### config.mk
export PLATFORM = sky130hd
export DESIGN_NAME = battery_switch_protection
export DESIGN_NICKNAME = d
export VERILOG_FILES = /design/src/sv/bsp_pkg.sv /design/src/sv/battery_switch_protection.sv /design/src/sv/bsp_cfg.sv /design/src/sv/bsp_eval.sv /design/src/sv/bsp_ctl.sv
export SDC_FILE = /design/constraint.sdc
export NUM_CORES = 1
export LEC_CHECK = 0
export ABC_CLOCK_PERIOD_IN_PS = 10300
export BUFFER_PORTS_ARGS = -buffer_cell sky130_fd_sc_hd__buf_2
export CORE_MARGIN = 2
export CORE_UTILIZATION = 28
export CTS_CLUSTER_SIZE = 14
export DETAILED_ROUTE_END_ITERATION = 8
export GPL_TIMING_DRIVEN = 0
export PLACE_DENSITY_LB_ADDON = 0.3
export SLEW_MARGIN = 10
export SYNTH_ARGS = -nofsm -noshare
export SYNTH_HDL_FRONTEND = slang
export SYNTH_HIERARCHICAL = 1
export SYNTH_SLANG_ARGS = --single-unit
### constraint.sdc
create_clock -name clk -period 10.3 [get_ports clk]
set_input_delay 2.575 -clock clk [delete_from_list [all_inputs] [get_ports clk]]
set_output_delay 2.575 -clock clk [all_outputs]
set_load 0.02 [all_outputs]
### src/sv/bsp_pkg.sv
package bsp_pkg;

  localparam int TIME_W      = 32;
  localparam int MEAS_W      = 16;
  localparam int FAULT_W     = 8;
  localparam int CFG_IDX_W   = 3;
  localparam int CELL_INPUTS = 4;

  // Number of cell fields that take part in the voltage checks
  localparam int CELL_COUNT  = 4;
  localparam int CELL_CHECK  = (CELL_COUNT < CELL_INPUTS) ? CELL_COUNT : CELL_INPUTS;

  // Minimum time between two debounced switch changes, in ms
  localparam int unsigned DEBOUNCE_MS = 100;

  // Fault bit positions
  localparam int FB_SHORT       = 0;
  localparam int FB_OVERCURRENT = 1;
  localparam int FB_HOT         = 2;
  localparam int FB_WARM        = 3;
  localparam int FB_COLD        = 4;
  localparam int FB_COOL        = 5;
  localparam int FB_OVERVOLT    = 6;
  localparam int FB_UNDERVOLT   = 7;

  // Configuration register indexes
  localparam logic [CFG_IDX_W-1:0] CFG_OVERCURRENT_LIMIT    = 3'd0;
  localparam logic [CFG_IDX_W-1:0] CFG_DIODE_CURRENT_LIMIT  = 3'd1;
  localparam logic [CFG_IDX_W-1:0] CFG_DISCHARGE_HOT_LIMIT  = 3'd2;
  localparam logic [CFG_IDX_W-1:0] CFG_CHARGE_HOT_LIMIT     = 3'd3;
  localparam logic [CFG_IDX_W-1:0] CFG_DISCHARGE_COLD_LIMIT = 3'd4;
  localparam logic [CFG_IDX_W-1:0] CFG_CHARGE_COLD_LIMIT    = 3'd5;
  localparam logic [CFG_IDX_W-1:0] CFG_CELL_HIGH_LIMIT      = 3'd6;
  localparam logic [CFG_IDX_W-1:0] CFG_CELL_LOW_LIMIT       = 3'd7;

  typedef enum logic [1:0] {
    CMD_SAMPLE  = 2'd0,
    CMD_SHORT   = 2'd1,
    CMD_RESTART = 2'd2
  } cmd_t;

  typedef enum logic [1:0] {
    MODE_NORMAL   = 2'd0,
    MODE_CHG_ONLY = 2'd1,
    MODE_DSG_ONLY = 2'd2,
    MODE_OFF      = 2'd3
  } mode_t;

  typedef struct packed {
    logic        [MEAS_W-1:0] oc_lim;
    logic        [MEAS_W-1:0] diode_lim;
    logic signed [MEAS_W-1:0] dsg_hot;
    logic signed [MEAS_W-1:0] chg_hot;
    logic signed [MEAS_W-1:0] dsg_cold;
    logic signed [MEAS_W-1:0] chg_cold;
    logic        [MEAS_W-1:0] cell_high;
    logic        [MEAS_W-1:0] cell_low;
  } cfg_t;

  typedef struct packed {
    cmd_t                                 cmd;
    logic [TIME_W-1:0]                    time_ms;
    logic [MEAS_W-1:0]                    i_chg;
    logic [MEAS_W-1:0]                    i_dsg;
    logic signed [MEAS_W-1:0]             temp_a;
    logic signed [MEAS_W-1:0]             temp_b;
    logic [CELL_INPUTS-1:0][MEAS_W-1:0]   cells;
  } sample_t;

  // Sensor check outcome; the short bit position is always zero here
  typedef struct packed {
    logic               diode;
    logic [FAULT_W-1:0] fault;
  } eval_t;

  typedef struct packed {
    logic               charge_on;
    logic               discharge_on;
    logic [FAULT_W-1:0] fault_bits;
    mode_t              mode;
    logic               diode_active;
    logic               switched;
  } result_t;

endpackage

### src/sv/battery_switch_protection.sv
// Channel  Direction  Handshake              Payload
// -------  ---------  ---------------------  -----------------------------------------
// in_      input      in_valid / in_ready    cmd, time stamp, currents, temps, cells
// out_     output     out_valid / out_ready  switch drives, fault bits, mode, flags
// cfg_     input      cfg_valid / cfg_ready  register index, 16-bit limit value
//
// Each transfer passes through two registers on its way from input to result:
// the input register, then the compare/select logic into the result register.
// One item per cycle is sustained while out_ready stays high; the protection
// state updates as an item moves from the input register to the result register.
// rst_n is synchronous, active low; it clears both stage valids, the protection
// state and the limit registers to their defaults. A stall on out_ready holds
// the result register and, through it, the input register; cfg_ready is always high.
module battery_switch_protection #(
  parameter int unsigned DEBOUNCE_MS = bsp_pkg::DEBOUNCE_MS,
  parameter int          CELL_COUNT  = bsp_pkg::CELL_COUNT
) (
  input  logic                           clk,
  input  logic                           rst_n,

  input  logic                           in_valid,
  output logic                           in_ready,
  input  logic [1:0]                     in_cmd,
  input  logic [bsp_pkg::TIME_W-1:0]     in_time_ms,
  input  logic [bsp_pkg::MEAS_W-1:0]     in_current_charge,
  input  logic [bsp_pkg::MEAS_W-1:0]     in_current_discharge,
  input  logic signed [bsp_pkg::MEAS_W-1:0] in_temp_a,
  input  logic signed [bsp_pkg::MEAS_W-1:0] in_temp_b,
  input  logic [bsp_pkg::MEAS_W-1:0]     in_cell_voltage_0,
  input  logic [bsp_pkg::MEAS_W-1:0]     in_cell_voltage_1,
  input  logic [bsp_pkg::MEAS_W-1:0]     in_cell_voltage_2,
  input  logic [bsp_pkg::MEAS_W-1:0]     in_cell_voltage_3,

  output logic                           out_valid,
  input  logic                           out_ready,
  output logic                           out_charge_on,
  output logic                           out_discharge_on,
  output logic [bsp_pkg::FAULT_W-1:0]    out_fault_bits,
  output logic [1:0]                     out_mode,
  output logic                           out_diode_active,
  output logic                           out_switched,

  input  logic                           cfg_valid,
  output logic                           cfg_ready,
  input  logic [bsp_pkg::CFG_IDX_W-1:0]  cfg_index,
  input  logic [bsp_pkg::MEAS_W-1:0]     cfg_data
);

  logic               in_vld_r;
  bsp_pkg::sample_t   smp_r;
  logic               out_vld_r;
  bsp_pkg::result_t   res_r;

  bsp_pkg::cfg_t      cfg;
  bsp_pkg::eval_t     ev;
  bsp_pkg::result_t   res;
  logic               advance;

  // Move the held item into the result register when that register is free
  // or being drained this cycle.
  assign advance  = in_vld_r && (!out_vld_r || out_ready);
  assign in_ready = !in_vld_r || advance;

  assign cfg_ready = 1'b1;

  // Input stage: valid is control, payload loads only on a transfer.
  always_ff @(posedge clk) begin
    if (!rst_n) begin
      in_vld_r <= 1'b0;
    end else if (in_ready) begin
      in_vld_r <= in_valid;
    end
  end

  always_ff @(posedge clk) begin
    if (in_valid && in_ready) begin
      smp_r.cmd      <= bsp_pkg::cmd_t'(in_cmd);
      smp_r.time_ms  <= in_time_ms;
      smp_r.i_chg    <= in_current_charge;
      smp_r.i_dsg    <= in_current_discharge;
      smp_r.temp_a   <= in_temp_a;
      smp_r.temp_b   <= in_temp_b;
      smp_r.cells[0] <= in_cell_voltage_0;
      smp_r.cells[1] <= in_cell_voltage_1;
      smp_r.cells[2] <= in_cell_voltage_2;
      smp_r.cells[3] <= in_cell_voltage_3;
    end
  end

  bsp_cfg u_cfg (
    .clk     (clk),
    .rst_n   (rst_n),
    .wr_en   (cfg_valid && cfg_ready),
    .wr_idx  (cfg_index),
    .wr_data (cfg_data),
    .cfg     (cfg)
  );

  // Threshold checks on the held sample
  bsp_eval #(
    .CELL_COUNT (CELL_COUNT)
  ) u_eval (
    .smp (smp_r),
    .cfg (cfg),
    .ev  (ev)
  );

  // Fault latch, mode selection, debounce and switch registers
  bsp_ctl #(
    .DEBOUNCE_MS (DEBOUNCE_MS)
  ) u_ctl (
    .clk   (clk),
    .rst_n (rst_n),
    .step  (advance),
    .smp   (smp_r),
    .ev    (ev),
    .res   (res)
  );

  // Result stage: hold while stalled, drop valid once drained.
  always_ff @(posedge clk) begin
    if (!rst_n) begin
      out_vld_r <= 1'b0;
    end else if (advance) begin
      out_vld_r <= 1'b1;
    end else if (out_ready) begin
      out_vld_r <= 1'b0;
    end
  end

  always_ff @(posedge clk) begin
    if (advance) begin
      res_r <= res;
    end
  end

  assign out_valid        = out_vld_r;
  assign out_charge_on    = res_r.charge_on;
  assign out_discharge_on = res_r.discharge_on;
  assign out_fault_bits   = res_r.fault_bits;
  assign out_mode         = res_r.mode;
  assign out_diode_active = res_r.diode_active;
  assign out_switched     = res_r.switched;

endmodule

### src/sv/bsp_cfg.sv
module bsp_cfg (
  input  logic                           clk,
  input  logic                           rst_n,
  input  logic                           wr_en,
  input  logic [bsp_pkg::CFG_IDX_W-1:0]  wr_idx,
  input  logic [bsp_pkg::MEAS_W-1:0]     wr_data,
  output bsp_pkg::cfg_t                  cfg
);

  bsp_pkg::cfg_t cfg_r;

  always_ff @(posedge clk) begin
    if (!rst_n) begin
      cfg_r.oc_lim    <= 16'hFFFF;
      cfg_r.diode_lim <= 16'hFFFF;
      cfg_r.dsg_hot   <= 16'sd600;
      cfg_r.chg_hot   <= 16'sd450;
      cfg_r.dsg_cold  <= -16'sd200;
      cfg_r.chg_cold  <= 16'sd0;
      cfg_r.cell_high <= 16'd4200;
      cfg_r.cell_low  <= 16'd3000;
    end else if (wr_en) begin
      case (wr_idx)
        bsp_pkg::CFG_OVERCURRENT_LIMIT:    cfg_r.oc_lim    <= wr_data;
        bsp_pkg::CFG_DIODE_CURRENT_LIMIT:  cfg_r.diode_lim <= wr_data;
        bsp_pkg::CFG_DISCHARGE_HOT_LIMIT:  cfg_r.dsg_hot   <= wr_data;
        bsp_pkg::CFG_CHARGE_HOT_LIMIT:     cfg_r.chg_hot   <= wr_data;
        bsp_pkg::CFG_DISCHARGE_COLD_LIMIT: cfg_r.dsg_cold  <= wr_data;
        bsp_pkg::CFG_CHARGE_COLD_LIMIT:    cfg_r.chg_cold  <= wr_data;
        bsp_pkg::CFG_CELL_HIGH_LIMIT:      cfg_r.cell_high <= wr_data;
        bsp_pkg::CFG_CELL_LOW_LIMIT:       cfg_r.cell_low  <= wr_data;
        default: begin
        end
      endcase
    end
  end

  assign cfg = cfg_r;

endmodule

### src/sv/bsp_eval.sv
module bsp_eval #(
  parameter int CELL_COUNT = bsp_pkg::CELL_COUNT
) (
  input  bsp_pkg::sample_t smp,
  input  bsp_pkg::cfg_t    cfg,
  output bsp_pkg::eval_t   ev
);

  localparam int CELL_CHECK = (CELL_COUNT < bsp_pkg::CELL_INPUTS) ?
                              CELL_COUNT : bsp_pkg::CELL_INPUTS;

  logic        [bsp_pkg::MEAS_W-1:0] imax;
  logic signed [bsp_pkg::MEAS_W-1:0] tmax;
  logic signed [bsp_pkg::MEAS_W-1:0] tmin;
  logic                              over;
  logic                              under;

  assign imax = (smp.i_chg > smp.i_dsg) ? smp.i_chg : smp.i_dsg;
  assign tmax = (smp.temp_a > smp.temp_b) ? smp.temp_a : smp.temp_b;
  assign tmin = (smp.temp_a < smp.temp_b) ? smp.temp_a : smp.temp_b;

  always_comb begin
    over  = 1'b0;
    under = 1'b0;
    for (int i = 0; i < CELL_CHECK; i++) begin
      if (smp.cells[i] >= cfg.cell_high) over  = 1'b1;
      if (smp.cells[i] <= cfg.cell_low)  under = 1'b1;
    end
  end

  always_comb begin
    ev.fault                          = '0;
    ev.diode                          = (imax >= cfg.diode_lim);
    ev.fault[bsp_pkg::FB_OVERCURRENT] = (imax >= cfg.oc_lim);
    ev.fault[bsp_pkg::FB_HOT]         = (tmax > cfg.dsg_hot);
    ev.fault[bsp_pkg::FB_WARM]        = (tmax > cfg.chg_hot) && (tmax <= cfg.dsg_hot);
    ev.fault[bsp_pkg::FB_COLD]        = (tmin < cfg.dsg_cold);
    ev.fault[bsp_pkg::FB_COOL]        = (tmin >= cfg.dsg_cold) && (tmin < cfg.chg_cold);
    ev.fault[bsp_pkg::FB_OVERVOLT]    = over;
    ev.fault[bsp_pkg::FB_UNDERVOLT]   = under;
  end

endmodule

### src/sv/bsp_ctl.sv
module bsp_ctl #(
  parameter int unsigned DEBOUNCE_MS = bsp_pkg::DEBOUNCE_MS
) (
  input  logic              clk,
  input  logic              rst_n,
  input  logic              step,
  input  bsp_pkg::sample_t  smp,
  input  bsp_pkg::eval_t    ev,
  output bsp_pkg::result_t  res
);

  logic [bsp_pkg::FAULT_W-1:0] fault_r, fault_nxt;
  logic                        diode_r, diode_nxt;
  bsp_pkg::mode_t              held_r, held_nxt;
  logic                        chg_r, chg_nxt;
  logic                        dsg_r, dsg_nxt;
  logic [bsp_pkg::TIME_W-1:0]  last_r, last_nxt;

  logic [bsp_pkg::TIME_W-1:0]  elapsed;
  logic                        debounced;
  logic                        immediate;
  bsp_pkg::mode_t              pick;
  bsp_pkg::mode_t              res_mode;
  logic                        switched;

  assign elapsed   = smp.time_ms - last_r;
  assign debounced = (elapsed >= bsp_pkg::TIME_W'(DEBOUNCE_MS));
  assign immediate = (ev.diode != diode_r);

  // Fixed priority: trips, then body diode, then temperature band, then cells
  always_comb begin
    if (ev.fault[bsp_pkg::FB_OVERCURRENT] || ev.fault[bsp_pkg::FB_HOT] ||
        ev.fault[bsp_pkg::FB_COLD]) begin
      pick = bsp_pkg::MODE_OFF;
    end else if (ev.diode) begin
      pick = bsp_pkg::MODE_NORMAL;
    end else if (ev.fault[bsp_pkg::FB_WARM] || ev.fault[bsp_pkg::FB_COOL]) begin
      pick = bsp_pkg::MODE_DSG_ONLY;
    end else if (ev.fault[bsp_pkg::FB_UNDERVOLT]) begin
      pick = bsp_pkg::MODE_CHG_ONLY;
    end else if (ev.fault[bsp_pkg::FB_OVERVOLT]) begin
      pick = bsp_pkg::MODE_DSG_ONLY;
    end else begin
      pick = bsp_pkg::MODE_NORMAL;
    end
  end

  always_comb begin
    fault_nxt = fault_r;
    diode_nxt = diode_r;
    held_nxt  = held_r;
    chg_nxt   = chg_r;
    dsg_nxt   = dsg_r;
    last_nxt  = last_r;
    res_mode  = held_r;
    switched  = 1'b0;
    case (smp.cmd)
      bsp_pkg::CMD_SAMPLE: begin
        fault_nxt = {ev.fault[bsp_pkg::FAULT_W-1:1], fault_r[bsp_pkg::FB_SHORT]};
        diode_nxt = ev.diode;
        res_mode  = pick;
        if (immediate || (debounced && (pick != held_r))) begin
          chg_nxt  = (pick == bsp_pkg::MODE_NORMAL) || (pick == bsp_pkg::MODE_CHG_ONLY);
          dsg_nxt  = (pick == bsp_pkg::MODE_NORMAL) || (pick == bsp_pkg::MODE_DSG_ONLY);
          held_nxt = pick;
          last_nxt = smp.time_ms;
          switched = 1'b1;
        end
      end
      bsp_pkg::CMD_SHORT: begin
        fault_nxt[bsp_pkg::FB_SHORT] = 1'b1;
        chg_nxt = 1'b0;
        dsg_nxt = 1'b0;
      end
      bsp_pkg::CMD_RESTART: begin
        fault_nxt = '0;
        diode_nxt = 1'b0;
        chg_nxt   = 1'b0;
        dsg_nxt   = 1'b0;
        last_nxt  = smp.time_ms;
      end
      default: begin
      end
    endcase
  end

  always_ff @(posedge clk) begin
    if (!rst_n) begin
      fault_r <= '0;
      diode_r <= 1'b0;
      held_r  <= bsp_pkg::MODE_OFF;
      chg_r   <= 1'b0;
      dsg_r   <= 1'b0;
      last_r  <= '0;
    end else if (step) begin
      fault_r <= fault_nxt;
      diode_r <= diode_nxt;
      held_r  <= held_nxt;
      chg_r   <= chg_nxt;
      dsg_r   <= dsg_nxt;
      last_r  <= last_nxt;
    end
  end

  assign res.charge_on    = chg_nxt;
  assign res.discharge_on = dsg_nxt;
  assign res.fault_bits   = fault_nxt;
  assign res.mode         = res_mode;
  assign res.diode_active = diode_nxt;
  assign res.switched     = switched;

endmodule
==> results of run 1 <==
## area by class of cell
class	count	share of cell area
Inverter	212	0.0312
Clock inverter	18	0.00996
Buffer	82	0.0182
Multi-Input combinational cell	1478	0.451
Clock buffer	63	0.0497
Sequential cell	351	0.345
Timing Repair Buffer	208	0.0450
Antenna cell	2	0.000196
Tap cell	1030	0.0505
## placed cells by master (no fill, tap or decap), types with 8 or more instances in the layout
master and n:
sky130_fd_sc_hd__a2111oi_0 8, sky130_fd_sc_hd__a211oi_1 19, sky130_fd_sc_hd__a21o_1 55, sky130_fd_sc_hd__a21oi_1 92, sky130_fd_sc_hd__a31oi_1 10, sky130_fd_sc_hd__buf_2 229, sky130_fd_sc_hd__buf_4 12, sky130_fd_sc_hd__buf_6 8
sky130_fd_sc_hd__clkbuf_1 42, sky130_fd_sc_hd__clkbuf_16 45, sky130_fd_sc_hd__dfxtp_1 175, sky130_fd_sc_hd__edfxtp_1 176, sky130_fd_sc_hd__ha_1 290, sky130_fd_sc_hd__inv_1 211, sky130_fd_sc_hd__mux2_2 25, sky130_fd_sc_hd__mux2_4 9
sky130_fd_sc_hd__mux2i_1 168, sky130_fd_sc_hd__nand2_1 236, sky130_fd_sc_hd__nand2b_1 24, sky130_fd_sc_hd__nand3_1 24, sky130_fd_sc_hd__nand4_1 55, sky130_fd_sc_hd__nor2_1 56, sky130_fd_sc_hd__nor2b_1 86, sky130_fd_sc_hd__nor3_1 22
sky130_fd_sc_hd__nor4_1 9, sky130_fd_sc_hd__o211a_1 10, sky130_fd_sc_hd__o211ai_1 14, sky130_fd_sc_hd__o21a_1 24, sky130_fd_sc_hd__o21ai_0 86, sky130_fd_sc_hd__o22ai_1 9, sky130_fd_sc_hd__or2_2 11, sky130_fd_sc_hd__or3_1 8
sky130_fd_sc_hd__xnor2_1 8
## metal layers
layer,wire [um],vias to the layer above,part of all wire
met5,78,-,0.0012
met4,2010,14,0.032
met3,3150,119,0.050
met2,30500,413,0.49
met1,26800,7794,0.43
li1,-,8157,-
## critical path, delay by kind of cell (launching register included)
family	cells	cell delay (ns)
AO/OA/AOI/OAI	14	3.29
XOR/XNOR	1	0.28
adder cells (fa/ha/maj)	2	0.53
buffers and inverters	3	0.57
flip-flops	1	0.40
multiplexers	1	0.31
AND/OR/NAND/NOR	7	2.21
## flip-flops by register name, indices dropped and copies added, names as in the netlist
name,count
smp_r,162
u_cfg/cfg,128
u_ctl/last_r,32
out_fault_bits,8
u_ctl/fault_r,8
out_mode,2
u_ctl/held_r,2
in_vld_r,1
out_charge_on,1
out_diode_active,1
out_discharge_on,1
out_switched,1
out_valid,1
u_ctl/chg_r,1
u_ctl/diode_r,1
u_ctl/dsg_r,1
## power breakdown
group	internal [W]	switching (W)	leakage, nW
Combinational	0.000283	0.000403	7.57
Clock	0.000968	0.000641	0.745
Sequential	0.00153	0.0000405	3.13
## worst paths after layout
| path | to | slack [ns] | cells after the start |
|---|---|---|---|
| worst max-delay path | out_discharge_on$_DFFE_PP_ | 2.46 | 28 |
| worst min register to register | u_cfg/cfg[55]$_SDFFE_PN0P_ | 0.46 | 2 |
| worst min-delay path | u_cfg/cfg[55]$_SDFFE_PN0P_ | 0.46 | 2 |
| worst max register to register | out_discharge_on$_DFFE_PP_ | 2.46 | 28 |
## per-stage QoR
| stage | util | total power, W | worst slack (ns) | cell area (um2) | std cells |
|---|---|---|---|---|---|
| after floorplan | - | 0.00205 | 2.81 | 21500 | 2123 |
| after global placement | 0.313 | 0.00227 | 0.640 | 23800 | 3354 |
| after detailed placement | 0.315 | 0.00229 | 2.24 | 24000 | 3361 |
| after CTS | 0.335 | 0.00394 | 2.19 | 25500 | 3442 |
| after global routing | 0.335 | 0.00407 | 1.92 | 25500 | 3444 |
| final | 0.335 | 0.00387 | 2.46 | 25500 | 3444 |
==> summary.md, run 1 <==
| Metric | Value |
|---|---|
| Result of the run | `finished clean` |
| Slew @ Worst Pin | `~0.9 ns` |
| Routed wire length per instance | `roughly 18 um` |
| Overall die area | `between 70000 and 80000 um2` |
| Worst rel slew slack | `0.385` |
| Via-to-Cell Ratio | `approximately 4.8` |
| TritonCTS buffer count | `44` |
| Combined area of all synthesized cells | `around 22000 um2` |
| Final hold vios | `0` |
| Reg2reg start | `smp_r[105]$_DFFE_PP_` |
| Most used routing layer | `met2` |
| Worst Hold Slack | `between 0.4 and 0.5 ns` |
| Largest driver fanout on the critical path | `10` |
| # H-tree levels | `2` |
| Final Cycle Share | `0.762` |
| Final Critical Period | `7.84 ns` |
| Met1 Resource Use GR | `0.187` |
| Biggest cell delay along the critical path | `0.70 ns` |
| CP endpoint kind | `flop` |
| Clock input transition at the sequential cells of the worst setup and hold paths | `0.06 ns` |
| Pin count of the biggest net entering global routing | `31` |
| GR Overflow Total | `0` |
| Buffer levels on the longest clock path | `3` |
| Die extent in x | `about 280 um` |
| Detailed-route via count | `between 15000 and 20000` |
| Area taken by flip-flops and latches | `around 9000 um2` |
| Number of search-and-repair iterations in the first detailed-routing pass | `5` |
| Setup-violating endpoint count in the final report | `0` |
| Starting DRC count in detailed routing | `around 870` |
| Worst clock skew on the final layout | `between 0.02 and 0.03 ns` |
| Clock Tree Root | `sky130_fd_sc_hd__clkbuf_16` |
| Yosys warns | `6` |
| Final nets | `roughly 2900` |
| Largest vdd supply drop | `0.121 mV` |
| Clock tree sinks | `351` |
| Number of hold-repair buffers added at the cts stage | `0` |
| DRT antenna net count | `0` |
| Setup repair after global routing missed its margin | `false` |
| Wire length of the first global-routing pass | `approximately 95 mm` |
| Placer congestion estimate | `0.913` |
| Number of global-route vias before repair | `around 17000` |
| Leakage Power | `approximately 11 nW` |
| Setup Crit Path Kind | `reg2reg` |
| Summed negative setup slack over all endpoints | `0 ns` |
| Launching element of the worst setup path | `smp_r[105]$_DFFE_PP_` |
| Timing-limited maximum frequency | `about 130 MHz` |
| Number of antenna violations at the first check in global routing | `12` |
| PwrDens | `about 150 nW/um2` |
| Die Ht | `281 um` |
| Number of maximum-capacitance violations | `0` |
| Count of buffers added by post-CTS timing repair for setup | `0` |
| Overall fraction of global-route tracks in use | `0.155` |
| Area added between synthesis and finish | `18.5%` |
| Number of pins with negative max-slew slack in the final report | `0` |
| Clock network latency to the later pin of the worst-skew pair | `approximately 0.60 ns` |
| CP most frequent cell | `sky130_fd_sc_hd__a21o_1` |
| Synthesized netlist cell count | `approximately 2100` |
| Synthesized Nets | `2600` |
| DPL Wire Length | `50.5 mm` |
| Arrival time of data at the critical path endpoint | `8.19 ns` |
| Number of fill cells in the layout | `around 7800` |
| Multi-input logic area | `roughly 11000 um2` |
| DR DRC count | `0` |
| Hold WC Path Type | `reg2reg` |
| Initial cell density of the core | `0.283` |
| Area of the core | `around 76000 um2` |
| Hold path start | `u_cfg/cfg[55]$_SDFFE_PN0P_` |
| Buffers on Ports | `roughly 200` |
| Number of cells upsized or downsized after cts | `0` |
| Synthesized area per cell | `10.1 um2` |
| Met2 Use GR | `0.274` |
| Ports | `203` |
| Crit path required time | `10.64 ns` |
| Number of core rows | `101` |
| Critical-path cell with the highest stage delay | `sky130_fd_sc_hd__or4_1` |
| TritonCTS clock tree | `built` |
| Grt met3 use | `0.0280` |
| Fraction of final layout cells sized beyond drive strength 1 | `0.163` |
| Aggregate routed wire length | `62.5 mm` |
| Kind of start point of the critical path | `flop` |
Power figures use the tool's default switching activity.
==> run 2, diff against run 1 <==
Settings changed: ABC_CLOCK_PERIOD_IN_PS 10300 to 7200.
Clock period 10.3 ns to 7.2 ns, I/O delays scaled along.
==> summary.md, run 2 (same netlist as run 1, synthesis figures left out) <==
| Metric | Value |
|---|---|
| Result of the run | `finished clean` |
| Die Ht | `281 um (unchanged)` |
| Most flop-heavy register | `smp_r` |
| Fin cells | `3445 (+0.029%)` |
| # H-tree levels | `2 (unchanged)` |
| Buffer levels on the longest clock path | `3 (unchanged)` |
| Wire length of the first global-routing pass | `94.7 mm (about the same)` |
| Cells on Worst Hold Path | `2 (unchanged)` |
| Die extent in x | `281 um (unchanged)` |
| Arrival time of data at the critical path endpoint | `7.21 ns (-0.98 ns)` |
| Number of pins with negative max-slew slack in the final report | `0 (unchanged)` |
| Switching share of power | `0.281 (+0.000449)` |
| Largest vdd supply drop | `0.173 mV (+43%)` |
| Ports | `203 (unchanged)` |
| DPL Wire Length | `50.5 mm (unchanged)` |
| Number of core rows | `101 (unchanged)` |
| TritonCTS buffer count | `44 (unchanged)` |
| Clock tree sinks | `351 (unchanged)` |
| TritonCTS clock tree | `built` |
| Hold WC Path Type | `reg2reg` |
| Multi-input logic area | `11500 um2 (+0.49%)` |
| Crit path required time | `7.54 ns (-3.10 ns)` |
| Number of global-route vias before repair | `16800 (+0.042%)` |
| Starting DRC count in detailed routing | `801 (-7.4%)` |
| Number of search-and-repair iterations in the first detailed-routing pass | `5 (unchanged)` |
| Summed negative setup slack over all endpoints | `0 ns (unchanged)` |
| Largest driver fanout on the critical path | `10 (unchanged)` |
| Most common library cell in the layout ignoring fill and taps | `sky130_fd_sc_hd__ha_1` |
| Number of maximum-capacitance violations | `0 (unchanged)` |
| Cell class contributing the biggest share of worst-path delay | `compound AO/OA/AOI/OAI gates` |
| Overall die area | `79100 um2 (unchanged)` |
| Area taken by flip-flops and latches | `8790 um2 (unchanged)` |
| Bufs and invs on worst path | `3 (unchanged)` |
| Overall fraction of global-route tracks in use | `0.155 (about the same)` |
| Setup repair after global routing missed its margin | `false` |
| Crit path depth | `28 (unchanged)` |
| Via-to-Cell Ratio | `4.79 (about the same)` |
| Detailed-route via count | `16500 (+0.0061%)` |
| Setup-violating endpoint count in the final report | `0 (unchanged)` |
| Biggest cell delay along the critical path | `0.63 ns (-0.07 ns)` |
| Power share of the combinational group | `0.178 (about the same)` |
| GR Overflow Total | `0 (unchanged)` |
| Clock network latency to the later pin of the worst-skew pair | `0.60 ns (about the same)` |
| Fraction of final layout cells sized beyond drive strength 1 | `0.167 (+0.00366)` |
| CP most frequent cell | `sky130_fd_sc_hd__a21o_1` |
| Cell count of the worst reg-to-reg path | `28 (unchanged)` |
| Setup Crit Path Kind | `reg2reg` |
| Routed wire length per instance | `18.2 um (about the same)` |
| Commonest non-fill, non-tap cells in the layout | `sky130_fd_sc_hd__ha_1, sky130_fd_sc_hd__nand2_1, sky130_fd_sc_hd__buf_2` |
| Pin count of the biggest net entering global routing | `31 (unchanged)` |
| Critical-path cell with the highest stage delay | `sky130_fd_sc_hd__or4_4` |
| Leakage Power | `11.5 nW (+0.14%)` |
| Switching power | `0.00156 W (+44%)` |
| Final nets | `2855 (+0.035%)` |
| DRT antenna net count | `0 (unchanged)` |
| Area added between synthesis and finish | `18.8%` |
| Worst rel slew slack | `0.457 (+0.0717)` |
| PwrDens | `217 nW/um2 (+43%)` |
| Total internal power | `0.00399 W (+43%)` |
| Number of hold-repair buffers added at the cts stage | `0 (unchanged)` |
| DR DRC count | `0 (unchanged)` |
| Final Critical Period | `6.87 ns (-0.979 ns)` |
| Area of the core | `76100 um2 (unchanged)` |
| Number of antenna violations at the first check in global routing | `12 (unchanged)` |
| CP endpoint kind | `flop` |
| Clock input transition at the sequential cells of the worst setup and hold paths | `0.06 ns (about the same)` |
| Clock network power share | `0.415 (about the same)` |
| Number of flip-flops in the largest register | `162 (unchanged)` |
| Placed insts | `3361 (unchanged)` |
| Initial cell density of the core | `0.283 (unchanged)` |
| Placer congestion estimate | `0.913 (unchanged)` |
| Aggregate routed wire length | `62.6 mm (+0.12%)` |
| Kind of start point of the critical path | `flop` |
| Final Cycle Share | `0.954 (+0.192)` |
| Register share of total power | `0.406 (about the same)` |
| Worst clock skew on the final layout | `0.0259 ns (+0.000277 ns)` |
| Slew @ Worst Pin | `0.804 ns (-0.114 ns)` |
| Buffers on Ports | `201 (unchanged)` |
| Number of fill cells in the layout | `7757 (-0.14%)` |
| Final hold vios | `0 (unchanged)` |
| Timing-limited maximum frequency | `146 MHz (+14%)` |
| Clock Tree Root | `sky130_fd_sc_hd__clkbuf_16` |
## run 2: final cells by class
class                      instances  area share
timing repair buffer             209      0.0452
antenna                            2    0.000196
inverter                         212      0.0311
tap                             1030      0.0504
multi-input combinational       1478       0.452
clock buffer                      63      0.0496
clock inverter                    18     0.00993
buffer                            82      0.0183
sequential                       351       0.344
## run 2: power by group through the flow
stage	Combinational, W	Sequential, W	Clock (W)
after floorplan	0.000657	0.00228	0
after global placement	0.000944	0.00231	0
after detailed placement	0.000980	0.00230	0
after CTS	0.000992	0.00226	0.00239
after global routing	0.00111	0.00226	0.00246
final	0.000990	0.00225	0.00230
## run 2: worst register-to-register path: cells and delay by family, from the launching register on
| family | cells | cell delay [ns] |
|---|---|---|
| simple gates | 7 | 2.14 |
| flops | 1 | 0.40 |
| fa+ha+maj | 2 | 0.53 |
| xor+xnor | 1 | 0.23 |
| buf+inv | 3 | 0.43 |
| compound gates | 14 | 2.61 |
| mux | 1 | 0.29 |
## run 2: worst paths after layout
check / end / slack (ns) / from
worst max register to register: out_discharge_on$_DFFE_PP_ / 0.33 / smp_r[105]$_DFFE_PP_
worst max-delay path: out_discharge_on$_DFFE_PP_ / 0.33 / smp_r[105]$_DFFE_PP_
worst min register to register: u_cfg/cfg[55]$_SDFFE_PN0P_ / 0.46 / u_cfg/cfg[55]$_SDFFE_PN0P_
worst min-delay path: u_cfg/cfg[55]$_SDFFE_PN0P_ / 0.46 / u_cfg/cfg[55]$_SDFFE_PN0P_
## run 2: per-stage QoR
step,utilization,hold slack [ns],setup slack [ns],area (um2),power [W]
6_report,0.336,0.457,0.334,25600,0.00555
5_1_grt,0.336,0.478,0.00528,25600,0.00583
4_1_cts,0.336,0.457,0.0308,25500,0.00564
3_5_place_dp,0.315,0.447,-0.859,24000,0.00328
3_3_place_gp,0.313,0.442,-1.69,23800,0.00325
2_1_floorplan,-,0.435,0.486,21500,0.00294
## run 2: timing repair
action / CTS / global route
endpoints found under the setup margin: 39 / 35
endpoints found under the hold margin: 0 / 0
resized for setup: 7 / 5
pin swaps: 1 / 2
gates cloned: 0 / 0
setup buffers: 1 / 0
## run 2: metal layers
layer | GRT usage | wire [um] | vias to the layer above
met4 | 0.0546 | 1990 | 14
met5 | 0 | 78 | -
li1 | - | - | 8159
met3 | 0.0280 | 2950 | 118
met2 | 0.274 | 30500 | 384
met1 | 0.187 | 27100 | 7823
==> run 3, diff against run 2 <==
Settings changed: ABC_CLOCK_PERIOD_IN_PS 7200 to 7520, GPL_TIMING_DRIVEN 0 to unset.
Clock period 7.2 ns to 7.52 ns, I/O delays scaled along.
==> summary.md, run 3 (same netlist as run 1, synthesis figures left out) <==
| Metric | Value |
|---|---|
| Most flop-heavy register | `smp_r` |
| PwrDens | `209 nW/um2 (-3.5%)` |
| Switching share of power | `0.284 (+0.00308)` |
| Buffer levels on the longest clock path | `3 (unchanged)` |
| Biggest cell delay along the critical path | `0.60 ns (-0.03 ns)` |
| Setup-violating endpoint count in the final report | `0 (unchanged)` |
| Total Power Consumption | `0.00524 W (-5.5%)` |
| Clock tree sinks | `351 (unchanged)` |
| Number of pins with negative max-slew slack in the final report | `0 (unchanged)` |
| Summed negative setup slack over all endpoints | `0 ns (unchanged)` |
| Setup Crit Path Kind | `reg2reg` |
| Pin count of the biggest net entering global routing | `139 (+350%)` |
| Leakage Power | `11.2 nW (-2.2%)` |
| Number of flip-flops in the largest register | `162 (unchanged)` |
| CP endpoint kind | `flop` |
| Worst rel slew slack | `0.268 (-0.189)` |
| Number of cells upsized or downsized after cts | `0 (-7)` |
| Overall fraction of global-route tracks in use | `0.154 (-0.000602)` |
| Register share of total power | `0.412 (+0.006)` |
| Setup repair after global routing missed its margin | `false` |
| Final hold vios | `0 (unchanged)` |
| Number of search-and-repair iterations in the first detailed-routing pass | `5 (unchanged)` |
| # H-tree levels | `2 (unchanged)` |
| Wire length of the first global-routing pass | `94.5 mm (-0.29%)` |
| Starting DRC count in detailed routing | `922 (+15%)` |
| Number of hold-repair buffers added at the cts stage | `0 (unchanged)` |
| Placer congestion estimate | `0.862 (-5.5%)` |
| Number of core rows | `101 (unchanged)` |
| DR DRC count | `0 (unchanged)` |
| Area added between synthesis and finish | `16.3%` |
| Commonest non-fill, non-tap cells in the layout | `sky130_fd_sc_hd__ha_1, sky130_fd_sc_hd__nand2_1, sky130_fd_sc_hd__inv_1` |
| Result of the run | `finished clean` |
| Timing-limited maximum frequency | `146 MHz (+0.41%)` |
| TritonCTS buffer count | `44 (unchanged)` |
| Buffers on Ports | `201 (unchanged)` |
| Final Cycle Share | `0.909 (-0.0443)` |
| Fraction of final layout cells sized beyond drive strength 1 | `0.157 (-0.0103)` |
| Clock network power share | `0.415 (about the same)` |
| Count of buffers added by post-CTS timing repair for setup | `0 (-1)` |
| Critical-path cell with the highest stage delay | `sky130_fd_sc_hd__nor4_4` |
| GR Overflow Total | `0 (unchanged)` |
| Largest vdd supply drop | `0.150 mV (-13%)` |
| Routed wire length per instance | `18.4 um (+1.3%)` |
| Crit path required time | `7.98 ns (+0.44 ns)` |
| Arrival time of data at the critical path endpoint | `7.30 ns (+0.09 ns)` |
| Kind of start point of the critical path | `flop` |
| Die Ht | `281 um (unchanged)` |
| Final Critical Period | `6.84 ns (-0.0277 ns)` |
| Detailed-route via count | `16200 (-1.5%)` |
| Hold WC Path Type | `reg2reg` |
| Clock input transition at the sequential cells of the worst setup and hold paths | `0.06 ns (about the same)` |
| Total internal power | `0.00375 W (-5.9%)` |
| DRT antenna net count | `0 (unchanged)` |
| Number of global-route vias before repair | `16600 (-0.99%)` |
| Final nets | `2783 (-2.5%)` |
| Number of maximum-capacitance violations | `0 (unchanged)` |
| Ports | `203 (unchanged)` |
| Via-to-Cell Ratio | `4.81 (+0.51%)` |
| Switching power | `0.00149 W (-4.5%)` |
| Number of antenna violations at the first check in global routing | `8 (-4)` |
| Aggregate routed wire length | `62.1 mm (-0.75%)` |
| Overall die area | `79100 um2 (unchanged)` |
| CP most frequent cell | `sky130_fd_sc_hd__a21o_1` |
| Largest driver fanout on the critical path | `14 (+4)` |
| Worst clock skew on the final layout | `0.0278 ns (+0.00190 ns)` |
| Clock Tree Root | `sky130_fd_sc_hd__clkbuf_16` |
| Slew @ Worst Pin | `1.09 ns (+0.288 ns)` |
| Power share of the combinational group | `0.173 (-0.005)` |
| DPL Wire Length | `48.0 mm (-4.8%)` |
| Initial cell density of the core | `0.283 (unchanged)` |
| TritonCTS clock tree | `built` |
| Die extent in x | `281 um (unchanged)` |
| Area of the core | `76100 um2 (unchanged)` |
| Clock network latency to the later pin of the worst-skew pair | `0.59 ns (about the same)` |
| Most common library cell in the layout ignoring fill and taps | `sky130_fd_sc_hd__ha_1` |
==> run 3: changes by cell type in the layout (fill, tap and decap cells not counted), sizes merged <==
cell | before | now
buf | 259 | 218
clkbuf | 95 | 52
clkinv | 9 | 15
clkinvlp | 1 | 4
diode | 2 | 3
inv | 216 | 219
o22ai | 10 | 11
==> run 3: layout make-up <==
cell class	count	area, um2
Inverter	212	796
Sequential cell	351	8790
Tap cell	1030	1290
Clock buffer	52	1180
Multi-Input combinational cell	1479	11500
Antenna cell	3	7.51
Timing Repair Buffer	218	1140
Clock inverter	30	310
Fill cell	7841	51000
==> run 3: worst paths after layout <==
check,depth (start not counted),to,from,slack (ns)
max,25,u_ctl/last_r[29]$_SDFFE_PN0P_,smp_r[121]$_DFFE_PP_,0.68
min,2,u_ctl/last_r[30]$_SDFFE_PN0P_,u_ctl/last_r[30]$_SDFFE_PN0P_,0.46
max reg2reg,25,u_ctl/last_r[29]$_SDFFE_PN0P_,smp_r[121]$_DFFE_PP_,0.68
min reg2reg,2,u_ctl/last_r[30]$_SDFFE_PN0P_,u_ctl/last_r[30]$_SDFFE_PN0P_,0.46
==> run 3: critical path: cells and delay by family, from the launching register on <==
kind,cells,cell delay [ns]
compound gates,13,2.88
simple gates,5,1.65
fa+ha+maj,2,0.58
buf+inv,2,0.52
mux,2,0.45
flops,1,0.39
xor+xnor,1,0.23
==> run 3: routing by layer <==
| metal | global-route usage | wire (um) | vias up |
|---|---|---|---|
| li1 | - | - | 8004 |
| met1 | 0.196 | 27900 | 7788 |
| met2 | 0.267 | 30000 | 351 |
| met3 | 0.0233 | 2360 | 97 |
| met4 | 0.0513 | 1800 | 6 |
| met5 | 0 | 31 | - |
==> run 3: metrics by stage <==
step | cells | hold WS, ns | util | setup slack, ns | cell area [um2]
2_1_floorplan | 2123 | 0.435 | - | 0.726 | 21500
3_3_place_gp | 3289 | 0.443 | 0.309 | 0.784 | 23500
3_5_place_dp | 3289 | 0.448 | 0.309 | 0.543 | 23500
4_1_cts | 3371 | 0.457 | 0.329 | 0.563 | 25000
5_1_grt | 3375 | 0.473 | 0.329 | 0.102 | 25000
6_report | 3375 | 0.458 | 0.329 | 0.682 | 25000
==> run 3: power by group through the flow <==
stage          Clock, W  Sequential (W)  Combinational, W
2_1_floorplan         0         0.00219          0.000629
3_3_place_gp          0         0.00220          0.000875
3_5_place_dp          0         0.00220          0.000900
4_1_cts         0.00226         0.00216          0.000906
5_1_grt         0.00232         0.00217           0.00102
6_report        0.00217         0.00216          0.000908
